[src/design/ltl_pkg.sv]
package ltl_pkg;

  localparam int DEF_POS_BITS = 32;
  localparam int DEF_LEN_BITS = 16;
  localparam int KIND_W       = 4;
  localparam int Q_DEPTH      = 4;

  typedef enum logic [KIND_W-1:0] {
    K_WS      = 4'd0,
    K_STRING  = 4'd1,
    K_COMMENT = 4'd2,
    K_DOT     = 4'd3,
    K_NUMBER  = 4'd4,
    K_IDENT   = 4'd5,
    K_QUOTE   = 4'd6,
    K_LPAREN  = 4'd7,
    K_RPAREN  = 4'd8,
    K_UNKNOWN = 4'd9,
    K_EOF     = 4'd10
  } kind_t;

  // Running check of the number syntax: [-] digits+ or [-] digits* / digits+
  typedef enum logic [2:0] {
    N_START = 3'd0,
    N_SIGN  = 3'd1,
    N_INT   = 3'd2,
    N_SLASH = 3'd3,
    N_FRAC  = 3'd4,
    N_BAD   = 3'd5
  } num_t;

  localparam logic [7:0] CH_DQUOTE = 8'h22;
  localparam logic [7:0] CH_BSLASH = 8'h5C;
  localparam logic [7:0] CH_SEMI   = 8'h3B;
  localparam logic [7:0] CH_DOT    = 8'h2E;
  localparam logic [7:0] CH_MINUS  = 8'h2D;
  localparam logic [7:0] CH_SLASH  = 8'h2F;
  localparam logic [7:0] CH_LF     = 8'h0A;
  localparam logic [7:0] CH_CR     = 8'h0D;
  localparam logic [7:0] CH_RPAREN = 8'h29;
  localparam logic [7:0] CH_LPAREN = 8'h28;
  localparam logic [7:0] CH_QUOTE  = 8'h27;
  localparam logic [7:0] CH_SPACE  = 8'h20;
  localparam logic [7:0] CH_TAB    = 8'h09;
  localparam logic [7:0] CH_ZERO   = 8'h30;
  localparam logic [7:0] CH_NINE   = 8'h39;

  function automatic logic is_ws(input logic [7:0] c);
    return (c == CH_SPACE) || ((c >= CH_TAB) && (c <= CH_CR));
  endfunction

  function automatic logic is_digit(input logic [7:0] c);
    return (c >= CH_ZERO) && (c <= CH_NINE);
  endfunction

  function automatic num_t num_next(input num_t s, input logic [7:0] c);
    num_t r;
    r = N_BAD;
    case (s)
      N_START: begin
        if (c == CH_MINUS) r = N_SIGN;
        else if (is_digit(c)) r = N_INT;
        else if (c == CH_SLASH) r = N_SLASH;
      end
      N_SIGN, N_INT: begin
        if (is_digit(c)) r = N_INT;
        else if (c == CH_SLASH) r = N_SLASH;
      end
      N_SLASH, N_FRAC: begin
        if (is_digit(c)) r = N_FRAC;
      end
      default: r = N_BAD;
    endcase
    return r;
  endfunction

endpackage

[src/design/lisp_token_lexer_core.sv]
// Channel  | Handshake                      | Payload
// ---------+--------------------------------+---------------------------------------------
// input    | push / full, taken on push&!full | in_ch, in_end_of_input
// result   | empty / pop, taken on pop&!empty | out_kind, out_start_res, out_length, out_last
//
// The lexer front takes one transaction a cycle while its queue has room; it
// classifies the character combinationally and writes any results to the queue.
// A result passes from its queue entry into the output register, where it waits for pop.
// An item that closes two tokens yields two results, shown one after the other.
// Synchronous active-low reset returns the lexer to the start of a stream and
// empties the queue and output register; no clearing pass is needed.
// A stalled result side fills the queue (depth Q_DEPTH), then full rises.
module lisp_token_lexer_core #(
  parameter int POS_BITS = ltl_pkg::DEF_POS_BITS,
  parameter int LEN_BITS = ltl_pkg::DEF_LEN_BITS
) (
  input  logic                       clk,
  input  logic                       rst_n,
  input  logic                       push,
  output logic                       full,
  input  logic [7:0]                 in_ch,
  input  logic                       in_end_of_input,
  output logic                       empty,
  input  logic                       pop,
  output logic [ltl_pkg::KIND_W-1:0] out_kind,
  output logic [POS_BITS-1:0]        out_start_res,
  output logic [LEN_BITS-1:0]        out_length,
  output logic                       out_last
);
  import ltl_pkg::*;

  localparam int RES_W   = KIND_W + POS_BITS + LEN_BITS;
  localparam int ENTRY_W = 1 + 2 * RES_W;

  logic                acc;
  logic                res_v, two;
  kind_t               k0, k1;
  logic [POS_BITS-1:0] s0, s1;
  logic [LEN_BITS-1:0] l0, l1;
  logic [ENTRY_W-1:0]  q_wdata, q_rdata;
  logic                q_full, q_empty, q_rd;

  // Take a transaction whenever the queue can hold what it may produce
  assign full = q_full;
  assign acc  = push && !q_full;

  ltl_front #(
    .POS_BITS (POS_BITS),
    .LEN_BITS (LEN_BITS)
  ) u_front (
    .clk   (clk),
    .rst_n (rst_n),
    .acc   (acc),
    .ch    (in_ch),
    .eoi   (in_end_of_input),
    .res_v (res_v),
    .two   (two),
    .k0    (k0),
    .s0    (s0),
    .l0    (l0),
    .k1    (k1),
    .s1    (s1),
    .l1    (l1)
  );

  // Pack both results of one item into a single queue entry; drop items with none
  assign q_wdata = {two, k1, s1, l1, k0, s0, l0};

  ltl_fifo #(
    .WIDTH (ENTRY_W)
  ) u_fifo (
    .clk   (clk),
    .rst_n (rst_n),
    .wr    (acc && res_v),
    .wdata (q_wdata),
    .rd    (q_rd),
    .rdata (q_rdata),
    .full  (q_full),
    .empty (q_empty)
  );

  ltl_back #(
    .POS_BITS (POS_BITS),
    .LEN_BITS (LEN_BITS),
    .ENTRY_W  (ENTRY_W)
  ) u_back (
    .clk       (clk),
    .rst_n     (rst_n),
    .q_empty   (q_empty),
    .q_data    (q_rdata),
    .q_rd      (q_rd),
    .empty     (empty),
    .pop       (pop),
    .kind      (out_kind),
    .start_res (out_start_res),
    .length    (out_length),
    .last      (out_last)
  );

endmodule

[src/design/ltl_front.sv]
module ltl_front #(
  parameter int POS_BITS = ltl_pkg::DEF_POS_BITS,
  parameter int LEN_BITS = ltl_pkg::DEF_LEN_BITS
) (
  input  logic                clk,
  input  logic                rst_n,
  input  logic                acc,
  input  logic [7:0]          ch,
  input  logic                eoi,
  output logic                res_v,
  output logic                two,
  output ltl_pkg::kind_t      k0,
  output logic [POS_BITS-1:0] s0,
  output logic [LEN_BITS-1:0] l0,
  output ltl_pkg::kind_t      k1,
  output logic [POS_BITS-1:0] s1,
  output logic [LEN_BITS-1:0] l1
);
  import ltl_pkg::*;

  typedef enum logic [2:0] {
    M_IDLE    = 3'd0,
    M_WS      = 3'd1,
    M_STR     = 3'd2,
    M_ESC     = 3'd3,
    M_IDENT   = 3'd4,
    M_COMMENT = 3'd5
  } mode_t;

  mode_t               mode_r, mode_nxt;
  num_t                nc_r, nc_nxt;
  logic                semi_r, semi_nxt;
  logic                dot_r, dot_nxt;
  logic [POS_BITS-1:0] start_r, start_nxt;
  logic [LEN_BITS-1:0] len_r, len_nxt;
  logic [POS_BITS-1:0] pos_r, pos_nxt;

  logic [LEN_BITS-1:0] len_grow;
  kind_t               ident_k;
  logic                do_idle;
  logic                cls_v, sec_v;
  kind_t               cls_k, sec_k;
  logic [POS_BITS-1:0] cls_s, sec_s;
  logic [LEN_BITS-1:0] cls_l, sec_l;

  assign len_grow = (len_r == '1) ? len_r : len_r + LEN_BITS'(1);

  always_comb begin
    if (dot_r && (len_r == LEN_BITS'(1))) ident_k = K_DOT;
    else if ((nc_r == N_INT) || (nc_r == N_FRAC)) ident_k = K_NUMBER;
    else ident_k = K_IDENT;
  end

  always_comb begin
    mode_nxt  = mode_r;
    nc_nxt    = nc_r;
    semi_nxt  = semi_r;
    dot_nxt   = dot_r;
    start_nxt = start_r;
    len_nxt   = len_r;
    pos_nxt   = pos_r + POS_BITS'(1);
    do_idle   = 1'b0;
    cls_v     = 1'b0;
    cls_k     = K_WS;
    cls_s     = start_r;
    cls_l     = len_r;
    sec_v     = 1'b0;
    sec_k     = K_EOF;
    sec_s     = pos_r;
    sec_l     = '0;

    if (eoi) begin
      case (mode_r)
        M_WS: begin
          cls_v = 1'b1;
          cls_k = K_WS;
        end
        M_STR, M_ESC: begin
          cls_v = 1'b1;
          cls_k = K_UNKNOWN;
          cls_l = '0;
        end
        M_IDENT: begin
          cls_v = 1'b1;
          cls_k = ident_k;
        end
        M_COMMENT: begin
          cls_v = 1'b1;
          cls_k = K_COMMENT;
        end
        default: cls_v = 1'b0;
      endcase
      sec_v     = 1'b1;
      mode_nxt  = M_IDLE;
      nc_nxt    = N_START;
      semi_nxt  = 1'b0;
      dot_nxt   = 1'b0;
      start_nxt = '0;
      len_nxt   = '0;
      pos_nxt   = '0;
    end else begin
      case (mode_r)
        M_WS: begin
          if (is_ws(ch)) begin
            len_nxt = len_grow;
          end else begin
            cls_v   = 1'b1;
            cls_k   = K_WS;
            do_idle = 1'b1;
          end
        end
        M_STR: begin
          len_nxt = len_grow;
          if (ch == CH_DQUOTE) begin
            cls_v    = 1'b1;
            cls_k    = K_STRING;
            cls_l    = len_grow;
            mode_nxt = M_IDLE;
          end else if (ch == CH_BSLASH) begin
            mode_nxt = M_ESC;
          end
        end
        M_ESC: begin
          len_nxt  = len_grow;
          mode_nxt = M_STR;
        end
        M_IDENT: begin
          if (is_ws(ch) || (ch == CH_RPAREN)) begin
            cls_v   = 1'b1;
            cls_k   = ident_k;
            do_idle = 1'b1;
          end else if ((len_r == LEN_BITS'(1)) && semi_r && (ch == CH_SEMI)) begin
            len_nxt  = len_grow;
            mode_nxt = M_COMMENT;
          end else begin
            len_nxt = len_grow;
            nc_nxt  = num_next(nc_r, ch);
          end
        end
        M_COMMENT: begin
          if ((ch == CH_LF) || (ch == CH_CR)) begin
            cls_v   = 1'b1;
            cls_k   = K_COMMENT;
            do_idle = 1'b1;
          end else begin
            len_nxt = len_grow;
          end
        end
        default: do_idle = 1'b1;
      endcase

      // In idle or after a closing char, start a token with this char
      if (do_idle) begin
        mode_nxt = M_IDLE;
        sec_s    = pos_r;
        sec_l    = LEN_BITS'(1);
        if (is_ws(ch)) begin
          mode_nxt  = M_WS;
          start_nxt = pos_r;
          len_nxt   = LEN_BITS'(1);
        end else if (ch == CH_QUOTE) begin
          sec_v = 1'b1;
          sec_k = K_QUOTE;
        end else if (ch == CH_LPAREN) begin
          sec_v = 1'b1;
          sec_k = K_LPAREN;
        end else if (ch == CH_RPAREN) begin
          sec_v = 1'b1;
          sec_k = K_RPAREN;
        end else if (ch == CH_DQUOTE) begin
          mode_nxt  = M_STR;
          start_nxt = pos_r;
          len_nxt   = LEN_BITS'(1);
        end else begin
          mode_nxt  = M_IDENT;
          start_nxt = pos_r;
          len_nxt   = LEN_BITS'(1);
          nc_nxt    = num_next(N_START, ch);
          semi_nxt  = (ch == CH_SEMI);
          dot_nxt   = (ch == CH_DOT);
        end
      end
    end
  end

  assign res_v = cls_v | sec_v;
  assign two   = cls_v & sec_v;
  assign k0    = cls_v ? cls_k : sec_k;
  assign s0    = cls_v ? cls_s : sec_s;
  assign l0    = cls_v ? cls_l : sec_l;
  assign k1    = sec_k;
  assign s1    = sec_s;
  assign l1    = sec_l;

  always_ff @(posedge clk) begin
    if (!rst_n) begin
      mode_r  <= M_IDLE;
      nc_r    <= N_START;
      semi_r  <= 1'b0;
      dot_r   <= 1'b0;
      start_r <= '0;
      len_r   <= '0;
      pos_r   <= '0;
    end else if (acc) begin
      mode_r  <= mode_nxt;
      nc_r    <= nc_nxt;
      semi_r  <= semi_nxt;
      dot_r   <= dot_nxt;
      start_r <= start_nxt;
      len_r   <= len_nxt;
      pos_r   <= pos_nxt;
    end
  end

endmodule

[src/design/ltl_fifo.sv]
module ltl_fifo #(
  parameter int WIDTH = 8
) (
  input  logic             clk,
  input  logic             rst_n,
  input  logic             wr,
  input  logic [WIDTH-1:0] wdata,
  input  logic             rd,
  output logic [WIDTH-1:0] rdata,
  output logic             full,
  output logic             empty
);
  import ltl_pkg::*;

  localparam int PTR_W = (Q_DEPTH > 1) ? $clog2(Q_DEPTH) : 1;
  localparam int CNT_W = $clog2(Q_DEPTH + 1);

  logic [WIDTH-1:0] mem [Q_DEPTH];
  logic [PTR_W-1:0] wr_ptr_r, rd_ptr_r;
  logic [CNT_W-1:0] count_r;
  logic             do_wr, do_rd;

  assign full  = (count_r == CNT_W'(Q_DEPTH));
  assign empty = (count_r == '0);
  assign do_wr = wr && !full;
  assign do_rd = rd && !empty;
  assign rdata = mem[rd_ptr_r];

  function automatic logic [PTR_W-1:0] ptr_inc(input logic [PTR_W-1:0] p);
    return (p == PTR_W'(Q_DEPTH - 1)) ? '0 : p + PTR_W'(1);
  endfunction

  always_ff @(posedge clk) begin
    if (do_wr) mem[wr_ptr_r] <= wdata;
  end

  always_ff @(posedge clk) begin
    if (!rst_n) begin
      wr_ptr_r <= '0;
      rd_ptr_r <= '0;
      count_r  <= '0;
    end else begin
      if (do_wr) wr_ptr_r <= ptr_inc(wr_ptr_r);
      if (do_rd) rd_ptr_r <= ptr_inc(rd_ptr_r);
      if (do_wr && !do_rd) count_r <= count_r + CNT_W'(1);
      else if (do_rd && !do_wr) count_r <= count_r - CNT_W'(1);
    end
  end

`ifndef SYNTHESIS
  a_count_bound: assert property (@(posedge clk) disable iff (!rst_n)
    count_r <= CNT_W'(Q_DEPTH))
    else $error("queue count beyond depth");
`endif

endmodule

[src/design/ltl_back.sv]
module ltl_back #(
  parameter int POS_BITS = ltl_pkg::DEF_POS_BITS,
  parameter int LEN_BITS = ltl_pkg::DEF_LEN_BITS,
  parameter int ENTRY_W  = 1 + 2 * (ltl_pkg::KIND_W + POS_BITS + LEN_BITS)
) (
  input  logic                      clk,
  input  logic                      rst_n,
  input  logic                      q_empty,
  input  logic [ENTRY_W-1:0]        q_data,
  output logic                      q_rd,
  output logic                      empty,
  input  logic                      pop,
  output logic [ltl_pkg::KIND_W-1:0] kind,
  output logic [POS_BITS-1:0]       start_res,
  output logic [LEN_BITS-1:0]       length,
  output logic                      last
);
  import ltl_pkg::*;

  localparam int RES_W = KIND_W + POS_BITS + LEN_BITS;

  logic [RES_W-1:0]    slot0, slot1, pick;
  logic                two;
  logic                load, take;
  logic                out_v_r, sel_r;
  logic [KIND_W-1:0]   kind_r;
  logic [POS_BITS-1:0] start_r;
  logic [LEN_BITS-1:0] len_r;
  logic                last_r;

  assign slot0 = q_data[RES_W-1:0];
  assign slot1 = q_data[2*RES_W-1:RES_W];
  assign two   = q_data[2*RES_W];
  assign pick  = sel_r ? slot1 : slot0;

  assign take = pop && out_v_r;
  assign load = !q_empty && (!out_v_r || take);
  assign q_rd = load && (sel_r || !two);

  always_ff @(posedge clk) begin
    if (!rst_n) begin
      out_v_r <= 1'b0;
      sel_r   <= 1'b0;
    end else begin
      if (load) begin
        out_v_r <= 1'b1;
        sel_r   <= !sel_r && two;
      end else if (take) begin
        out_v_r <= 1'b0;
      end
    end
  end

  always_ff @(posedge clk) begin
    if (load) begin
      len_r   <= pick[LEN_BITS-1:0];
      start_r <= pick[LEN_BITS +: POS_BITS];
      kind_r  <= pick[LEN_BITS+POS_BITS +: KIND_W];
      last_r  <= sel_r || !two;
    end
  end

  assign empty     = !out_v_r;
  assign kind      = kind_r;
  assign start_res = start_r;
  assign length    = len_r;
  assign last      = last_r;

`ifndef SYNTHESIS
  a_sel_has_pair: assert property (@(posedge clk) disable iff (!rst_n)
    sel_r |-> (!q_empty && two))
    else $error("second half pending without a pair at the queue head");
  a_nonlast_pending: assert property (@(posedge clk) disable iff (!rst_n)
    (out_v_r && !last_r) |-> sel_r)
    else $error("first result shown but its partner is not pending");
  a_pop_on_load: assert property (@(posedge clk) disable iff (!rst_n)
    (load && !sel_r && two) |=> (sel_r && out_v_r && !last_r))
    else $error("pair not split into two results");
`endif

endmodule
[config.mk]
export PLATFORM = sky130hd
export DESIGN_NAME = lisp_token_lexer_core
export DESIGN_NICKNAME = d
export VERILOG_FILES = /design/src/design/ltl_pkg.sv /design/src/design/lisp_token_lexer_core.sv /design/src/design/ltl_front.sv /design/src/design/ltl_fifo.sv /design/src/design/ltl_back.sv
export SDC_FILE = /design/constraint.sdc
export NUM_CORES = 1
export LEC_CHECK = 0
export BUFFER_PORTS_ARGS = -buffer_cell sky130_fd_sc_hd__buf_4
export CORE_AREA = 2 2 208 169
export DETAILED_ROUTE_END_ITERATION = 8
export DIE_AREA = 0 0 210 171
export GPL_ROUTABILITY_DRIVEN = 0
export MAX_ROUTING_LAYER = met4
export PLACE_DENSITY_LB_ADDON = 0.25
export SYNTH_ARGS = -nofsm -noshare
export SYNTH_HDL_FRONTEND = slang
export SYNTH_SLANG_ARGS = --single-unit
[constraint.sdc]
create_clock -name clk -period 5.9 [get_ports clk]
set_input_delay 0.59 -clock clk [delete_from_list [all_inputs] [get_ports clk]]
set_output_delay 0.59 -clock clk [all_outputs]
set_load 0.01 [all_outputs]
# Yosys cells after proc, flatten, opt, wreduce, memory -nomap -nowiden
# Memories as Yosys holds them, arrays and structs flattened. A register that Yosys moved wholly into a read port is not among the register bits.
# Cells that the tools add are included.
dict set report word_totals {
  romBits 0
  latchBits 0
  input_bits 13
  ram_bits 420
  register_bits 150
  mem_count 1
}
# name words word_bits rd rd_clocked_by_memory_dff write_ports line
set memory_table {}
lappend memory_table {u_fifo.mem 4 105 1 1 1 ltl_fifo.sv:18} ;# logic [WIDTH-1:0] mem [Q_DEPTH];
dict set report op_classes {
  n_lt_le_gt_ge 4
  n_mul 0
  n_reduce_logical 41
  n_eq_ne 37
  bitwise_logic 2
  n_div 0
  n_shift 0
  mux 108
  addsub 6
}
# operator count
set op_table {}
lappend op_table {{16-bit 2-to-1 mux} 16}
lappend op_table {{32-bit 2-to-1 mux} 8}
lappend op_table {{3-bit 2-to-1 mux} 26}
lappend op_table {{8-bit by 6-bit equality test with 1-bit output, second input constant} 9}
lappend op_table {{16-bit one-hot mux with 4 select lines} 1}
lappend op_table {{52-bit 2-to-1 mux} 1}
lappend op_table {{4-bit 2-to-1 mux} 9}
lappend op_table {{1-bit 2-to-1 mux} 35}
lappend op_table {{32-bit by 1-bit adder with 32-bit output, second input constant} 1}
lappend op_table {{4-bit one-hot mux with 3 select lines} 2}
lappend op_table {{3-bit one-hot mux with 3 select lines} 2}
lappend op_table {{16-bit by 1-bit adder with 16-bit output, second input constant} 1}
lappend op_table {{16-bit by 1-bit equality test with 1-bit output, second input constant} 1}
lappend op_table {{16-bit equality test, second input constant} 1}
lappend op_table {{8-bit by 4-bit equality test with 1-bit output, second input constant} 2}
lappend op_table {{1-bit logical AND} 15}
lappend op_table {{3-bit by 2-bit equality test with 1-bit output, second input constant} 4}
lappend op_table {{3-bit equality test, second input constant} 4}
lappend op_table {{2-bit 2-to-1 mux} 6}
lappend op_table {{2-bit inequality test, second input constant} 5}
lappend op_table {{5-bit AND reduction} 2}
lappend op_table {{3-bit by 2-bit inequality test with 1-bit output, second input constant} 3}
lappend op_table {{8-bit by 7-bit equality test with 1-bit output, second input constant} 1}
lappend op_table {{8-bit by 4-bit greater-or-equal comparator with 1-bit output, second input constant} 1}
lappend op_table {{other kinds (22)} 42}

# Depth between registers and ports, before layout
# Gate-level depths: netlist of the first run.
dict set report logic_depth {
  ltp_word 16
  mapped_depth 14
  depth_no_buf 12
}

# Cells and area by module
# A second synthesis of the first run with hierarchy kept.
dict set report hier_totals {
  cells_unflattened 1417
  area_unflattened_um2 23930.5
}
# mod instances area_per_inst_um2 cells_per_inst seq_area_each_um2
set by_module_without_submodules {}
lappend by_module_without_submodules {ltl_fifo 1 15636.2 600 12792.3}
lappend by_module_without_submodules {ltl_front 1 5753.0 691 1761.7}
lappend by_module_without_submodules {ltl_back 1 2526.2 124 1631.6}
lappend by_module_without_submodules {lisp_token_lexer_core 1 15.0 2 0.0}

# Least setup slack after synthesis of the first run
# OpenSTA, ideal clock, no wires.
dict set report synth_path {
  path_type {input-to-reg}
  startpoint {input port in_ch[4]}
  endpoint {memory u_fifo.mem[3][0] in the netlist's numbering, enable pin}
  required_ns 5.441
  arrival_time_ns 4.560
  cell_stages 8
  path_slack_ns 0.882
  cell_sequence {or4b_1 > a2111o_1 > a31oi_1 > and3_1 > buf_2 > a21oi_1 > a21oi_2 > and2_1}
}
dict set report synth_between {
  elab_chain_len 14
}
# item line
set synth_rtl {}
lappend synth_rtl {{from (decl)} lisp_token_lexer_core.sv:21} ;# input logic [7:0] in_ch,
lappend synth_rtl {{8-bit by 4-bit greater-or-equal comparator with 1-bit output or 8-bit by 4-bit less-or-equal comparator with 1-bit output (tied branches)} ltl_pkg.sv:49} ;# return (c == CH_SPACE) || ((c >= CH_TAB) && (c <= CH_CR));
lappend synth_rtl {{1-bit logical AND} ltl_pkg.sv:49}
lappend synth_rtl {{1-bit logical OR} ltl_pkg.sv:49}
lappend synth_rtl {{1-bit logical OR} ltl_front.sv:128} ;# if (is_ws(ch) || (ch == CH_RPAREN)) begin
lappend synth_rtl {{1-bit 2-to-1 mux} ltl_front.sv:128}
lappend synth_rtl {{1-bit one-hot mux with 4 select lines} ltl_front.sv:102} ;# case (mode_r)
lappend synth_rtl {{1-bit 2-to-1 mux} ltl_front.sv:72} ;# if (eoi) begin
lappend synth_rtl {{1-bit 2-to-1 mux} ltl_front.sv:153} ;# if (do_idle) begin
lappend synth_rtl {{1-bit 2-to-1 mux} ltl_front.sv:72}
lappend synth_rtl {{1-bit OR (*)} ltl_front.sv:186} ;# assign res_v = cls_v | sec_v;
lappend synth_rtl {{1-bit logical AND (*)} lisp_token_lexer_core.sv:74} ;# .wr (acc && res_v),
lappend synth_rtl {{1-bit logical AND (*)} ltl_fifo.sv:25} ;# assign do_wr = wr && !full;
lappend synth_rtl {{named net u_fifo.do_wr} ltl_fifo.sv:21} ;# logic do_wr, do_rd;
lappend synth_rtl {{1-bit 2-to-1 mux (*)} ltl_fifo.sv:34} ;# if (do_wr) mem[wr_ptr_r] <= wdata;
lappend synth_rtl {{1-bit 2-to-1 mux (not written as such) (*)} ltl_fifo.sv:34}
lappend synth_rtl {{to (decl)} ltl_fifo.sv:18}
# Mark *: on every way through the listed nets, which the timed path passes. The rest lies on a longest branch. The select of a mux whose other input is x is not followed.

# Final worst setup path of the first run
dict set report layout_path {
  startpoint {register u_front.mode_r[0]}
  endpoint {memory u_fifo.mem[2][1] in the netlist's numbering, enable pin}
}
dict set report layout_between {
  elab_chain_len 11
}
# item line
set layout_rtl {}
lappend layout_rtl {{from (decl)} ltl_front.sv:30} ;# mode_t mode_r, mode_nxt;
lappend layout_rtl {{from (signal assigned)} ltl_front.sv:205} ;# mode_r <= mode_nxt;
lappend layout_rtl {{3-bit by 2-bit equality test with 1-bit output} {ltl_front.sv:73, ltl_front.sv:102}}
lappend layout_rtl {{2-bit OR reduction (no line)} n/a}
lappend layout_rtl {{1-bit one-hot mux with 4 select lines} ltl_front.sv:102}
lappend layout_rtl {{1-bit 2-to-1 mux} ltl_front.sv:72}
lappend layout_rtl {{1-bit 2-to-1 mux} ltl_front.sv:153}
lappend layout_rtl {{1-bit 2-to-1 mux} ltl_front.sv:72}
lappend layout_rtl {{1-bit OR (*)} ltl_front.sv:186}
lappend layout_rtl {{1-bit logical AND (*)} lisp_token_lexer_core.sv:74}
lappend layout_rtl {{1-bit logical AND (*)} ltl_fifo.sv:25}
lappend layout_rtl {{named net u_fifo.do_wr} ltl_fifo.sv:21}
lappend layout_rtl {{1-bit 2-to-1 mux (*)} ltl_fifo.sv:34}
lappend layout_rtl {{1-bit 2-to-1 mux (not written as such) (*)} ltl_fifo.sv:34}
# Marks and branches as above.

==> results of run 1 <==
==> kinds of logic (layout without fill, tap and decap cells) <==
kind of cell	after synthesis	in the layout	share of synthesized area
flip-flops	512	512	0.694
AND/OR/NAND/NOR	292	292	0.0733
multiplexers	166	166	0.139
AO/OA/AOI/OAI	156	156	0.0523
buffers and inverters	91	190	0.0175
XOR/XNOR	40	40	0.0169
adder cells (fa/ha/maj)	11	11	0.00689
==> worst max path at each step <==
stage	slack, ns	cells after the start	to
global placement	1.40	9	u_fifo.mem[2][11]
finish	1.48	8	u_fifo.mem[2][1]
floorplan	0.88	8	u_fifo.mem[3][0]
detailed placement	1.36	9	u_fifo.mem[2][12]
global route	1.21	12	u_fifo.count_r[2]
CTS	1.54	8	u_fifo.mem[2][4]
==> through the flow <==
step | cells | worst slack [ns] | hold slack [ns] | utilization
after floorplan | 1268 | 0.882 | 0.444 | -
after global placement | 1722 | 1.40 | 0.455 | 0.636
after detailed placement | 1722 | 1.36 | 0.458 | 0.636
after CTS | 1808 | 1.54 | 0.328 | 0.680
after global routing | 1808 | 1.21 | 0.343 | 0.680
final | 1808 | 1.48 | 0.345 | 0.680
==> layout by cell type, fill, tap and decap left out, types with 4 or more instances in the layout <==
master       n
edfxtp_1   413
dfxtp_1     96
mux4_2      90
buf_4       81
nor2_1      76
mux2_2      67
nand2_1     58
clkbuf_16   49
a22o_1      37
a21oi_1     33
o21ai_0     28
xor2_1      25
nor3_1      20
nor2b_1     20
nand3_1     19
clkbuf_1    19
inv_1       18
xnor2_1     15
nand4_1     15
a31oi_1     12
and3_1      12
nand2b_1    11
or3_1       10
nor4_1       9
mux2i_1      9
ha_1         9
a211oi_1     7
clkbuf_8     6
and2_1       5
and4_1       5
nand4b_1     5
clkinv_1     5
o211ai_1     4
and2_4       4
buf_12       4
==> routing by layer <==
metal	track usage	wire length [um]
met1	0.328	17900
met2	0.401	20400
met3	0.0340	2100
met4	0.0586	717
met5	-	0
==> layout make-up <==
type,instances,area (um^2),share of cell area
clock buffers,74,1380,0.0595
clock inverters,12,113,0.00485
inverters,19,71.3,0.00307
multi-input cells,665,6000,0.259
flip-flops and latches,512,14400,0.621
well taps,441,552,0.0238
repair buffers,85,688,0.0297
==> sequential cells by signal, summed over array words and instances, names as in the netlist, 4 cells and up, named ones only <==
name	cells
u_front.pos_r	32
u_front.cls_s	32
u_back.length	16
u_back.start_res	32
u_front.len_r	16
u_back.kind	4
u_fifo.mem	360
==> power groups by stage <==
stage	logic, uW	clock network (uW)	registers, uW
after detailed placement	1820	0	4610
after global routing	1940	3130	4570
after CTS	1830	2990	4540
after floorplan	1100	0	4630
final	1790	2940	4530
after global placement	1800	0	4610
==> worst max-delay path, stage by stage, from the launching register on <==
cell      delay, ns
dfxtp_1        0.60
or4b_1         0.47
a2111o_1       0.44
a31oi_1        0.28
and3_1         0.56
a21oi_1        0.20
a21oi_2        0.38
and2_4         0.64
buf_12         0.37
==> results.json, run 1 <==
{
  "status": "finished, final reports clean",
  "async_flop_share": 0,
  "setup_tns_ns": 0,
  "clockPowerShare": 0.318,
  "cts_resized": 0,
  "drc": 0,
  "power_frac_comb": 0.193,
  "clkTransAtPathRegs_ns": 0.06,
  "grt_pass1_vias": 11400,
  "area_growth_pct": 12.0,
  "cts_root_buf": "clkbuf_16",
  "max_cap_viol_count": 0,
  "min_to": "u_back.out_v_r",
  "cts_tree": "done",
  "io_pins": 68,
  "dp_hpwl_mm": 24.0,
  "tightest_slew_ns": 0.914,
  "nFillCells": 2243,
  "core-area_um2": 34100,
  "clk_latency_ns": 0.56,
  "hp-class": "input port to flop",
  "synth.most_common_cell": "edfxtp_1",
  "r2r_setup_slack_ns": 1.48,
  "cts_made_buffers": 48,
  "synth_area_leaders": "edfxtp_1, mux4_2, dfxtp_1",
  "required_ns": 6.11,
  "max-slew-margin-rel": 0.382,
  "hp-start": "pop",
  "finalClockSkew_ns": 0.0162,
  "clock.fmax_mhz": 226,
  "r2r_start": "u_front.mode_r[0]",
  "setup_viol": 0,
  "intPower_uw": 6900,
  "synth_edf_count": 413,
  "p_leak_uw": 0.00756,
  "r2r-end": "u_fifo.mem[2][1]",
  "synthCells": 1268,
  "finalCriticalPeriod_ns": 4.42,
  "fp-row-count": 61,
  "hold_viol": 0,
  "rsz0062_at_grt": "false",
  "first_pass_iters": 5,
  "grt_max_degree": 57,
  "drive_gt1_frac": 0.239,
  "cp.arrival_ns": 4.63,
  "htreeDepth": 2,
  "ys.flop_type": "edfxtp_1",
  "initial_core_util": 0.607,
  "grt_usage": 0.244,
  "grt_pass1_wl_mm": 64.8,
  "path_max_fanout": 50,
  "final_nets": 1354,
  "synth_seq_area_share": 0.694,
  "yosysUniqueCellTypes": 71,
  "cts_buffer_depth": 3,
  "fp.dieH_um": 171,
  "synth-seq-cells": 512,
  "path_class": "flop to flop",
  "ir_drop_uv": 225,
  "hold_depth": 4,
  "yosys_warnings": 0,
  "synth_common_cells": "edfxtp_1, dfxtp_1, mux4_2",
  "route.vias.total": 11300,
  "synthesis.nets": 1291,
  "syn_area_per_cell_um2": 16.3,
  "overflow": 0,
  "powerDensity_nw_per_um2": 399,
  "finalInstanceArea_um2": 23200,
  "reg2regPathDepth": 8,
  "critPathLaunchType": "flop",
  "wl_per_cell_um": 22.7,
  "drv_slew": 0,
  "p_sw_frac": 0.255,
  "postCtsSetupBuffers": 0,
  "yosys.area.top_type_share": 0.599,
  "place_area_um2": 21700,
  "viasPerCell": 6.27,
  "cts_hold_buf": 0,
  "diodes": 0,
  "dieArea_um2": 35900,
  "drt_iter0_markers": 954,
  "total_power_uw": 9260,
  "fin_crit_sh": 0.749,
  "die_w_um": 210,
  "power.share.sequential": 0.489,
  "synth_area_um2": 20700,
  "portBuffers": 67,
  "p_sw_uw": 2360,
  "cts_sinks": 512,
  "worstSetupEndpointType": "flop",
  "antenna_left": 0,
  "antenna_found_initial": 0,
  "crit_path_start": "u_front.mode_r[0]",
  "yosys.area.top_type": "edfxtp_1",
  "drt_wl_total_mm": 41.1
}
Note: power is estimated with default switching activity, not from simulation.
==> run 2, diff against run 1 <==
- clock period: 5.9 -> 4.36 ns (I/O delays scaled with it)
==> run 2 against run 1 <==
Net effect: clock-buffer cell count is 11 lower; power is 38% higher; global-route usage is 0.64 points higher; critical path type unchanged; sequential share of layout area is 0.64 points lower.
==> results.json, run 2 (same netlist as run 1, synthesis figures left out) <==
{
  "rsz0062_at_grt": "false",
  "hold_depth": 4,
  "worstSetupEndpointType": "flop",
  "fp-row-count": 61,
  "area_growth_pct": 13.2,
  "fin_ws_ns": 0.862,
  "layout_commonest_cell": "edfxtp_1",
  "fp.dieH_um": 171,
  "setup_viol": 0,
  "setup_tns_ns": 0,
  "cts_tree": "done",
  "cts_hold_buf": 0,
  "cts_made_buffers": 48,
  "fin_crit_sh": 0.802,
  "grt_pass1_wl_mm": 65.9,
  "drc": 0,
  "grt_pass1_vias": 11400,
  "routed.top_layer": "met4",
  "pre_cts_ws_ns": 0.510,
  "hp-start": "pop",
  "met2WireLength_mm": 20.4,
  "r2r-end": "u_fifo.mem[2][50]",
  "viasPerCell": 6.31,
  "finalClockSkew_ns": 0.0254,
  "cts_sinks": 512,
  "final_nets": 1362,
  "max-slew-margin-rel": 0.301,
  "largest_register_ffs": 360,
  "r2r_start": "u_front.mode_r[0]",
  "critPathLaunchType": "flop",
  "antenna_found_initial": 0,
  "powerDensity_nw_per_um2": 547,
  "dp_hpwl_mm": 23.9,
  "overflow": 0,
  "cts_buffer_depth": 3,
  "clkTransAtPathRegs_ns": 0.06,
  "clk_latency_ns": 0.57,
  "finalCriticalPeriod_ns": 3.50,
  "ir_drop_uv": 632,
  "antenna_left": 0,
  "path_max_fanout": 12,
  "p_leak_uw": 0.00769,
  "drive_gt1_frac": 0.253,
  "tightest_slew_ns": 1.04,
  "clock.fmax_mhz": 286,
  "wirelength_met1_mm": 18.2,
  "min_to": "u_back.out_v_r",
  "grt_max_degree": 90,
  "dieArea_um2": 35900,
  "hold_viol": 0,
  "reg2regPathDepth": 7,
  "route.vias.total": 11500,
  "required_ns": 4.68,
  "finalInstanceArea_um2": 23400,
  "r2r_setup_slack_ns": 0.86,
  "drt_iter0_markers": 1048,
  "postCtsSetupBuffers": 0,
  "place_area_um2": 21800,
  "first_pass_iters": 5,
  "max_cap_viol_count": 0,
  "die_w_um": 210,
  "top_register": "u_fifo.mem",
  "hp-class": "input port to flop",
  "final_cell_mix": "edfxtp_1, dfxtp_1, mux4_2",
  "cts_resized": 0,
  "htreeDepth": 2,
  "cp.arrival_ns": 3.81,
  "grt_usage": 0.250,
  "initial_core_util": 0.607,
  "nFillCells": 2240,
  "cts_root_buf": "clkbuf_16",
  "path_class": "flop to flop",
  "wl_per_cell_um": 23.2,
  "portBuffers": 67,
  "drv_slew": 0,
  "status": "finished, final reports clean",
  "diodes": 0,
  "io_pins": 68,
  "final_util": 0.687,
  "core-area_um2": 34100,
  "wl_met3_mm": 2.45,
  "drt_wl_total_mm": 42.3
}
==> run 2: cell count changes in the layout (fill, tap and decap cells not counted) <==
cell       delta
buf_12        +5
buf_4         +3
bufinv_16     +2
clkbuf_1     -13
clkbuf_16     +1
clkbuf_8      +1
clkinv_1      +3
clkinv_2      +8
inv_6         +2
==> run 2: area by class of cell <==
class / count / area [um^2] / area share
Sequential cell: 512 / 14400 / 0.614
Tap cell: 441 / 552 / 0.0235
Multi-Input combinational cell: 665 / 6000 / 0.256
Inverter: 19 / 71.3 / 0.00304
Clock inverter: 27 / 241 / 0.0103
Clock buffer: 63 / 1370 / 0.0585
Timing Repair Buffer: 93 / 811 / 0.0346
==> run 2: report_power, final <==
part,switching [uW],total (uW),leakage [uW],internal (uW)
registers,194,6070,0.00465,5880
clock network,1740,4190,0.000794,2450
logic,1370,2560,0.00225,1190
total,3310,12800,0.00769,9520
==> run 2: stage by stage <==
stage | hold WS (ns) | power (uW) | cells
final | 0.192 | 12800 | 1820
after detailed placement | 0.459 | 8760 | 1730
after CTS | 0.174 | 12900 | 1820
after global routing | 0.190 | 13300 | 1820
after global placement | 0.456 | 8710 | 1730
after floorplan | 0.444 | 7740 | 1268
==> run 2: worst max path at each step <==
stage	startpoint	to	slack, ns	depth (start not counted)
floorplan	in_ch[4]	u_fifo.mem[0][0]	0.48	8
global placement	in_ch[4]	u_fifo.count_r[2]	0.62	14
detailed placement	in_ch[4]	u_fifo.count_r[2]	0.51	14
CTS	u_front.mode_r[0]	u_fifo.count_r[2]	0.91	13
global route	u_front.mode_r[0]	u_fifo.mem[3][50]	0.67	7
finish	u_front.mode_r[0]	u_fifo.mem[2][50]	0.86	7
==> run 2: layer usage <==
metal,up-vias,track usage
met2,412,0.401
met1,5860,0.341
li1,5128,-
met5,-,-
met3,78,0.0352
met4,0,0.0722
==> run 2: critical path, stage by stage, from the launching register on <==
cell      delay, ns
dfxtp_1        0.32
or4b_1         0.49
a2111o_1       0.45
a31oi_1        0.28
nand3_1        0.43
nor4_1         0.36
o21ai_0        0.45
o22ai_1        0.47
==> run 3, diff against run 2 <==
- clock period: 4.36 -> 3.4 ns (I/O delays scaled with it)
==> run 3 against run 2 <==
Net effect: setup slack worse by 0.62 ns; worst hold slack got worse by 0.10 ns; clock skew shrank 0.0059 ns; register-to-register slack worse by 0.62 ns; global-route usage down 0.18 points; sequential power up 28%; first-iteration DRC count grew 1.4%.
==> results.json, run 3 (same netlist as run 1, synthesis figures left out) <==
{
  "cts_tree": "done",
  "path_class": "flop to flop",
  "rsz0062_at_grt": "false",
  "tightest_slew_ns": 0.932,
  "grt_max_degree": 90,
  "viasPerCell": 6.21,
  "finalClockSkew_ns": 0.0195,
  "cts_buffer_depth": 3,
  "drc": 0,
  "p_sw_uw": 4230,
  "route.vias.total": 11500,
  "overflow": 0,
  "nFillCells": 2144,
  "required_ns": 3.89,
  "timing.critical_path.mode_cell": "a21oi_1",
  "largest_register_ffs": 360,
  "worstSetupEndpointType": "flop",
  "portBuffers": 67,
  "ir_drop_uv": 528,
  "status": "finished, final reports clean",
  "final_cell_mix": "edfxtp_1, buf_4, dfxtp_1",
  "max_cap_viol_count": 0,
  "setup_viol": 0,
  "max-slew-margin-rel": 0.379,
  "first_pass_iters": 5,
  "critPathLaunchType": "flop",
  "total_power_uw": 16400,
  "initial_core_util": 0.607,
  "drt_wl_total_mm": 41.8,
  "wl_per_cell_um": 22.6,
  "wl_met3_mm": 2.87,
  "path_cells": "or4b_1, a2111o_1, a31oi_1, and3_1, a21oi_1, a21oi_2, ha_2, inv_1, fa_1, xor2_1, or3_1, a21oi_1",
  "clkTransAtPathRegs_ns": 0.07,
  "layout_commonest_cell": "edfxtp_1",
  "setup_tns_ns": 0,
  "power.share.sequential": 0.473,
  "met2WireLength_mm": 20.1,
  "p_sw_frac": 0.258,
  "critPathMaxStageDelay_ns": 0.43,
  "clockPowerShare": 0.321,
  "grt_usage": 0.248,
  "area_growth_pct": 14.5,
  "p_leak_uw": 0.00783,
  "path_buf_inv": 1,
  "power_frac_comb": 0.206,
  "hold_viol": 0,
  "hp-class": "input port to flop",
  "powerDensity_nw_per_um2": 690,
  "place_area_um2": 22100,
  "cts_sinks": 512,
  "drt_iter0_markers": 1063,
  "dieArea_um2": 35900,
  "clk_latency_ns": 0.57,
  "finalCriticalPeriod_ns": 3.15,
  "cp_slowest_cell": "or4b_1",
  "die_w_um": 210,
  "drive_gt1_frac": 0.265,
  "crit_family": "compound AO/OA/AOI/OAI gates",
  "grt_pass1_vias": 11600,
  "top_register": "u_fifo.mem",
  "path_max_fanout": 5,
  "finalInstanceArea_um2": 23700,
  "intPower_uw": 12100,
  "fin_crit_sh": 0.928,
  "wirelength_met1_mm": 18.1,
  "core-area_um2": 34100,
  "postCtsSetupBuffers": 0,
  "antenna_left": 0,
  "drv_slew": 0,
  "final_cells": 1852,
  "grt_pass1_wl_mm": 66.1,
  "dp_hpwl_mm": 23.7,
  "cts_hold_buf": 0,
  "dpl.cell_count": 1761,
  "io_pins": 68,
  "htreeDepth": 2,
  "antenna_found_initial": 2,
  "fp-row-count": 61,
  "cts_root_buf": "clkbuf_16",
  "final_nets": 1393,
  "cp.arrival_ns": 3.65,
  "cts_resized": 0,
  "clock.fmax_mhz": 317,
  "cts_made_buffers": 48,
  "fp.dieH_um": 171,
  "routed.top_layer": "met4"
}
[run 3: cell count changes in the layout (fill, tap and decap cells not counted), sizes merged]
cell      before  now
buf           93  124
clkinv        19   23
bufinv         4    3
clkbuf        63   62
clkinvlp       3    2
diode          0    1
inv           20   19
[run 3: tightest hold or removal path, cell delays in order]
cell,delay [ns]
buf_4,0.08
inv_1,0.06
nand2_1,0.07
a21oi_1,0.05
[run 3: path summary, 6_finish.rpt]
check	start	to	slack [ns]	cells after the start
worst max-delay path	u_front.mode_r[0]	u_fifo.count_r[2]	0.25	12
worst min-delay path	pop	u_back.out_v_r	0.09	4
worst min register to register	u_front.cls_s[12]	u_front.cls_s[12]	0.47	1
worst max register to register	u_front.mode_r[0]	u_fifo.count_r[2]	0.25	12
[run 3: stage by stage]
step / util / hold slack, ns / setup WS, ns
final: 0.695 / 0.0922 / 0.245
after detailed placement: 0.649 / 0.459 / 0.0329
after floorplan: - / 0.444 / -0.337
after global placement: 0.649 / 0.455 / 0.0638
after global routing: 0.695 / 0.0876 / 0.104
after CTS: 0.695 / 0.0742 / 0.265
[run 3: power by group through the flow]
| stage | sequential, uW | combinational (uW) | clock (uW) |
|---|---|---|---|
| 5_1_grt | 7790 | 3630 | 5590 |
| 3_5_place_dp | 7870 | 3410 | 0 |
| 6_report | 7740 | 3360 | 5250 |
| 4_1_cts | 7750 | 3430 | 5350 |
| 3_3_place_gp | 7860 | 3360 | 0 |
| 2_1_floorplan | 8010 | 1920 | 0 |
[run 3: layout make-up]
class | instances | area [um^2] | area share
inverters | 19 | 71.3 | 0.00301
flip-flops and latches | 512 | 14400 | 0.607
multi-input cells | 665 | 6000 | 0.253
repair buffers | 124 | 1130 | 0.0477
well taps | 441 | 552 | 0.0233
clock inverters | 28 | 225 | 0.00950
clock buffers | 62 | 1340 | 0.0564
diodes | 1 | 2.50 | 0.000106
[run 3: layer usage]
layer  global-route usage  up-vias
met5                    -        -
met3               0.0468       65
met1                0.347     5801
met2                0.382      445
met4               0.0663        0
li1                     -     5191
